$ cat src/barycentric_depth_unit_assert.svh
// Assertion macros shared by the block's modules.
`ifndef BARYCENTRIC_DEPTH_UNIT_ASSERT_SVH
`define BARYCENTRIC_DEPTH_UNIT_ASSERT_SVH

// Property that must hold at every clock edge outside reset.
`define BDU_ASSERT(label, prop, msg) \
  label: assert property (@(posedge clk) disable iff (rst) (prop)) else $error(msg);

// Condition that must never be seen outside reset.
`define BDU_NEVER(label, cond, msg) \
  label: assert property (@(posedge clk) disable iff (rst) !(cond)) else $error(msg);

`endif

$ cat src/bdu_pkg.sv
package bdu_pkg;

  localparam int WFB    = 16;            // fraction bits of weights and depth
  localparam int OUT_W  = 24;
  localparam int QW     = OUT_W - 1;     // quotient bits below saturation
  localparam int SAT_SH = OUT_W - 1 - WFB;
  localparam int NW     = 35;            // exact width of k and the numerators
  localparam int RW     = NW + QW;       // divider remainder width

  localparam logic signed [OUT_W-1:0] ONE     = OUT_W'(1) << WFB;
  localparam logic signed [OUT_W-1:0] OUT_MAX = {1'b0, {(OUT_W-1){1'b1}}};
  localparam logic signed [OUT_W-1:0] OUT_MIN = {1'b1, {(OUT_W-1){1'b0}}};

  typedef struct packed {
    logic signed [15:0] v0_x;
    logic signed [15:0] v0_y;
    logic signed [15:0] v1_x;
    logic signed [15:0] v1_y;
    logic signed [15:0] v2_x;
    logic signed [15:0] v2_y;
    logic signed [15:0] pt_x;
    logic signed [15:0] pt_y;
    logic signed [15:0] z0;
    logic signed [15:0] z1;
    logic signed [15:0] z2;
  } in_t;

  typedef struct packed {
    logic signed [OUT_W-1:0] w0;
    logic signed [OUT_W-1:0] w1;
    logic signed [OUT_W-1:0] w2;
    logic signed [OUT_W-1:0] depth;
    logic                    degenerate;
    logic                    saturated;
  } out_t;

  // Side information that travels with an item through the divider.
  typedef struct packed {
    logic               degen;
    logic               zero_b;
    logic               zero_c;
    logic               sat_b;
    logic               sat_c;
    logic signed [16:0] h0;
    logic signed [16:0] h1;
    logic signed [16:0] h2;
  } side_t;

  // One classified item as it waits in the queue.
  typedef struct packed {
    logic [NW-1:0] num_b;
    logic [NW-1:0] num_c;
    logic [NW-1:0] den;
    side_t         side;
  } cls_t;

endpackage

$ cat src/bdu_fifo.sv
module bdu_fifo import bdu_pkg::*; (
  input  logic clk,
  input  logic rst,
  input  logic push,
  input  cls_t wdata,
  input  logic pop,
  output cls_t rdata,
  output logic empty,
  output logic full
);

  `include "barycentric_depth_unit_assert.svh"

  cls_t       entries [2];
  logic       wptr, rptr;
  logic [1:0] count;

  assign empty = (count == 2'd0);
  assign full  = (count == 2'd2);
  assign rdata = entries[rptr];

  always_ff @(posedge clk) begin
    if (rst) begin
      wptr  <= 1'b0;
      rptr  <= 1'b0;
      count <= 2'd0;
    end else begin
      if (push) wptr <= !wptr;
      if (pop) rptr <= !rptr;
      count <= count + 2'(push) - 2'(pop);
    end
  end

  always_ff @(posedge clk) begin
    if (push) entries[wptr] <= wdata;
  end

  `BDU_NEVER(a_no_overflow, push && full && !pop, "queue overflow")
  `BDU_NEVER(a_no_underflow, pop && empty, "queue underflow")
  `BDU_NEVER(a_count_range, count == 2'd3, "queue count out of range")

endmodule

$ cat config.mk
export PLATFORM = sky130hd
export DESIGN_NAME = bdu_fifo
export DESIGN_NICKNAME = d
export VERILOG_FILES = /design/src/bdu_pkg.sv /design/src/bdu_fifo.sv
export VERILOG_INCLUDE_DIRS = /design/src /design/src/src
export SDC_FILE = /design/constraint.sdc
export NUM_CORES = 1
export LEC_CHECK = 0
export BUFFER_PORTS_ARGS = -buffer_cell sky130_fd_sc_hd__buf_2
export CAP_MARGIN = 20
export CORE_UTILIZATION = 50
export DETAILED_ROUTE_END_ITERATION = 6
export PLACE_DENSITY = 0.77
export SLEW_MARGIN = 5
export SYNTH_ARGS = -nofsm -noshare
export SYNTH_HDL_FRONTEND = slang
export SYNTH_SLANG_ARGS = --single-unit
$ cat constraint.sdc
create_clock -name clk -period 10.6 [get_ports clk]
set_input_delay 2.12 -clock clk [delete_from_list [all_inputs] [get_ports clk]]
set_output_delay 2.12 -clock clk [all_outputs]
set_load 0.01 [all_outputs]
==> metrics.md <==
| Metric | Value |
|---|---|
| CP Max Fanout | 60 |
| Share of cells above drive strength 1 | 60.1% |
| Synth Area per Inst | 23.4 um^2 |
| Switch Pwr | 645 uW |
| Die height | 158 um |
| Yosys top cell area share | 79.3% |
| Largest net degree at the start of global routing | 74 |
| CP max stage delay | 0.93 ns |
| Status | complete, no violations |
| Num ports | 328 |
| Vias in the first global route | 6,248 |
| Cell variety after synth | 13 |
| Synth Net Count | 689 |
| GR met3 Demand/Resource | 7.47% |
| Worst-case clock buffer depth | 3 |
| Crit path kind | register to output pin |
| H-tree levels | 2 |
| Area of the core | 0.0237 mm^2 |
| Final Hold Viols | 0 |
| Reg power frac | 50.9% |
| Antenna violations before repair | 8 |
| Worst path cell trace | buf_4 > mux2_2 > buf_2 |
| DRC violations left | 0 |
| Sw frac | 21.3% |
| First-pass GRT wire length | 33,800 um |
| Ranking of synthesized cells by area | edfxtp_1 79%, mux2_4 11%, mux2_2 6.6% |
| CTS buffer count | 34 |
| # resized after CTS | 0 |
| #FFs+latches synth | 327 |
| YS warnings | 0 |
| CTS tree | yes |
| Endpoints failing setup | 0 |
| Nets | 1,040 |
| Worst-path cell with the longest stage delay | buf_4 |
| GRT Util Overall | 18.3% |
| Final Skew | 0.0155 ns |
| Routed via count | 6,054 |
| Grt met1 use | 19.7% |
| Synth top cells by count | 322 x edfxtp_1, 90 x mux2_4, 71 x mux2_2 |
| Dpl hpwl | 15,500 um |
| Number of port buffers | 327 |
| Most frequent cell after synthesis | edfxtp_1 |
| Async SR Flop Fraction | 0% |
| Highest Clock Rate | 202 MHz |
| Top Usage Layer GRT | met2 |
| CTS root buffer | clkbuf_16 |
| Leak Pwr | 5.92 nW |
| Worst-skew pair later-pin latency | 0.50 ns |
| Largest area contributor in the netlist | edfxtp_1 |
| Max Cap Violations | 0 |
| Die Area | 0.0250 mm^2 |
| Starting Density | 51.5% |
| Syn Std Cell Area | 0.0122 mm^2 |
| Post-Synthesis Cells | 522 |
| VDD IR max | 0.170 mV |
| Post-synthesis sequential area ratio | 80.1% |
| Critical path's top delay family | buffers and inverters |
| Rows | 56 |
| Routed Antenna Nets | 0 |
| Slew Limit Headroom | 28.3% |
| Post-synth top flop | edfxtp_1 |
| WP data arrival | 2.83 ns |
| Routed len/inst | 19.4 um |
| Worst setup SP type | register |
| Worst Tran Pin Value | 1.08 ns |
| Tcrit/Tclk final | 46.7% |
| GP Congestion | 0.733 |
| PnR worst setup slack | 5.65 ns |
| Critical path buffers and inverters | 2 |
| Clock sinks | 327 |
| CP endpoint kind | output pin |
| Setup Buffers After CTS | 0 |
| Die Width | 158 um |
| Ratio of total power to cell area | 199 mW/mm^2 |
| Pre-CTS WS | 5.58 ns |
| WP data required | 8.48 ns |
| Initial DRT Pass Iterations | 4 |
| Hold-fix buffers, CTS | 0 |
| Overall routed net length | 23,700 um |
| Min Tclk post-route | 4.95 ns |
| Gr ovfl total | 0 |
| Pint | 2.38 mW |
| Final Slew Violations | 0 |
| RSZ-0062 raised after global routing | no |
| Setup_tns | 0 ns |
| Clock transition at path regs | 0.06 ns |
| Area grow syn2layout | 24.9% |
| Starting DRT DRC Count | 353 |
| Hold/Removal Path Class | register to register |
| Post-synth EDFFs | 322 |
| Routed vias/inst | 4.95 |
| Clk pwr share | 38.1% |
| Logic pwr share | 11.0% |
| Global-route met2 utilization | 31.9% |
[worst paths after layout]
| kind | cells after the start | slack, ns | end | startpoint |
|---|---|---|---|---|
| worst min-delay path | 2 | 0.53 | register | rptr$_SDFFE_PP0P_ |
| worst max register to register | 3 | 7.60 | entries[0][152]$_DFFE_PP_ | wptr$_SDFFE_PP0P_ |
| worst max-delay path | 3 | 5.65 | rdata[40] | register |
| worst min register to register | 2 | 0.53 | register | rptr$_SDFFE_PP0P_ |
[metrics by stage]
| step | power (mW) | std cells | cell area (um^2) | hold slack, ns | utilization [%] |
|---|---|---|---|---|---|
| 2_1_floorplan | 1.78 | 522 | 12200 | 0.480 | - |
| 3_3_place_gp | 1.89 | 1156 | 14100 | 0.492 | 59.7 |
| 3_5_place_dp | 1.90 | 1156 | 14100 | 0.503 | 59.7 |
| 4_1_cts | 3.06 | 1217 | 15200 | 0.527 | 64.3 |
| 5_1_grt | 3.14 | 1220 | 15200 | 0.567 | 64.3 |
| 6_report | 3.02 | 1222 | 15200 | 0.526 | 64.3 |
[cell type report]
| type | count | area [um^2] |
|---|---|---|
| Sequential cell | 327 | 9770 |
| Fill cell | 1706 | 8450 |
| Multi-Input combinational cell | 175 | 2270 |
| Timing Repair Buffer | 333 | 1680 |
| Clock buffer | 43 | 906 |
| Tap cell | 319 | 399 |
| Clock inverter | 18 | 181 |
| Antenna cell | 5 | 12.5 |
| Inverter | 2 | 7.51 |
[flip-flops by register name, summed over array words and instances (netlist names), named ones only]
signal	flops
count	2
entries	322
rptr	1
wptr	1
[worst register-to-register path, cell delays in order (launching register included)]
cell	delay [ns]
dfxtp_1	0.35
nor2b_4	0.47
buf_4	0.82
buf_4	0.92
[kinds of logic after synthesis]
| family | share of synthesized area (%) |
|---|---|
| xor gates and xnor gates | 0.328 |
| buffers and inverters | 1.36 |
| DFF | 80.1 |
| adders and majority gates | 0.205 |
| muxes | 17.6 |
| and+or+nand+nor | 0.359 |
[metal layers]
layer  wire length, um  up-vias
li1                  -     2793
met1              8620     2937
met2             11900      266
met3              2460       52
met4               639        6
met5                39        -
[cell usage in the layout (no fill, tap or decap), drive strengths merged]
cell type and n:
ha 2, dfxtp 5, nor2 5, xnor2 2, edfxtp 322, clkbuf 43
diode 5, mux2 161, clkinv 13, and2 1, buf 333, xnor3 1
bufinv 4, inv 3, nor2b 3
[power groups by stage]
stage                     registers (mW)  logic, mW  clock network (mW)
after floorplan                     1.57      0.210                   0
after global placement              1.56      0.331                   0
after detailed placement            1.57      0.336                   0
after CTS                           1.54      0.338                1.18
after global routing                1.55      0.358                1.23
final                               1.54      0.333                1.15
(Power assumes the default switching activity.)
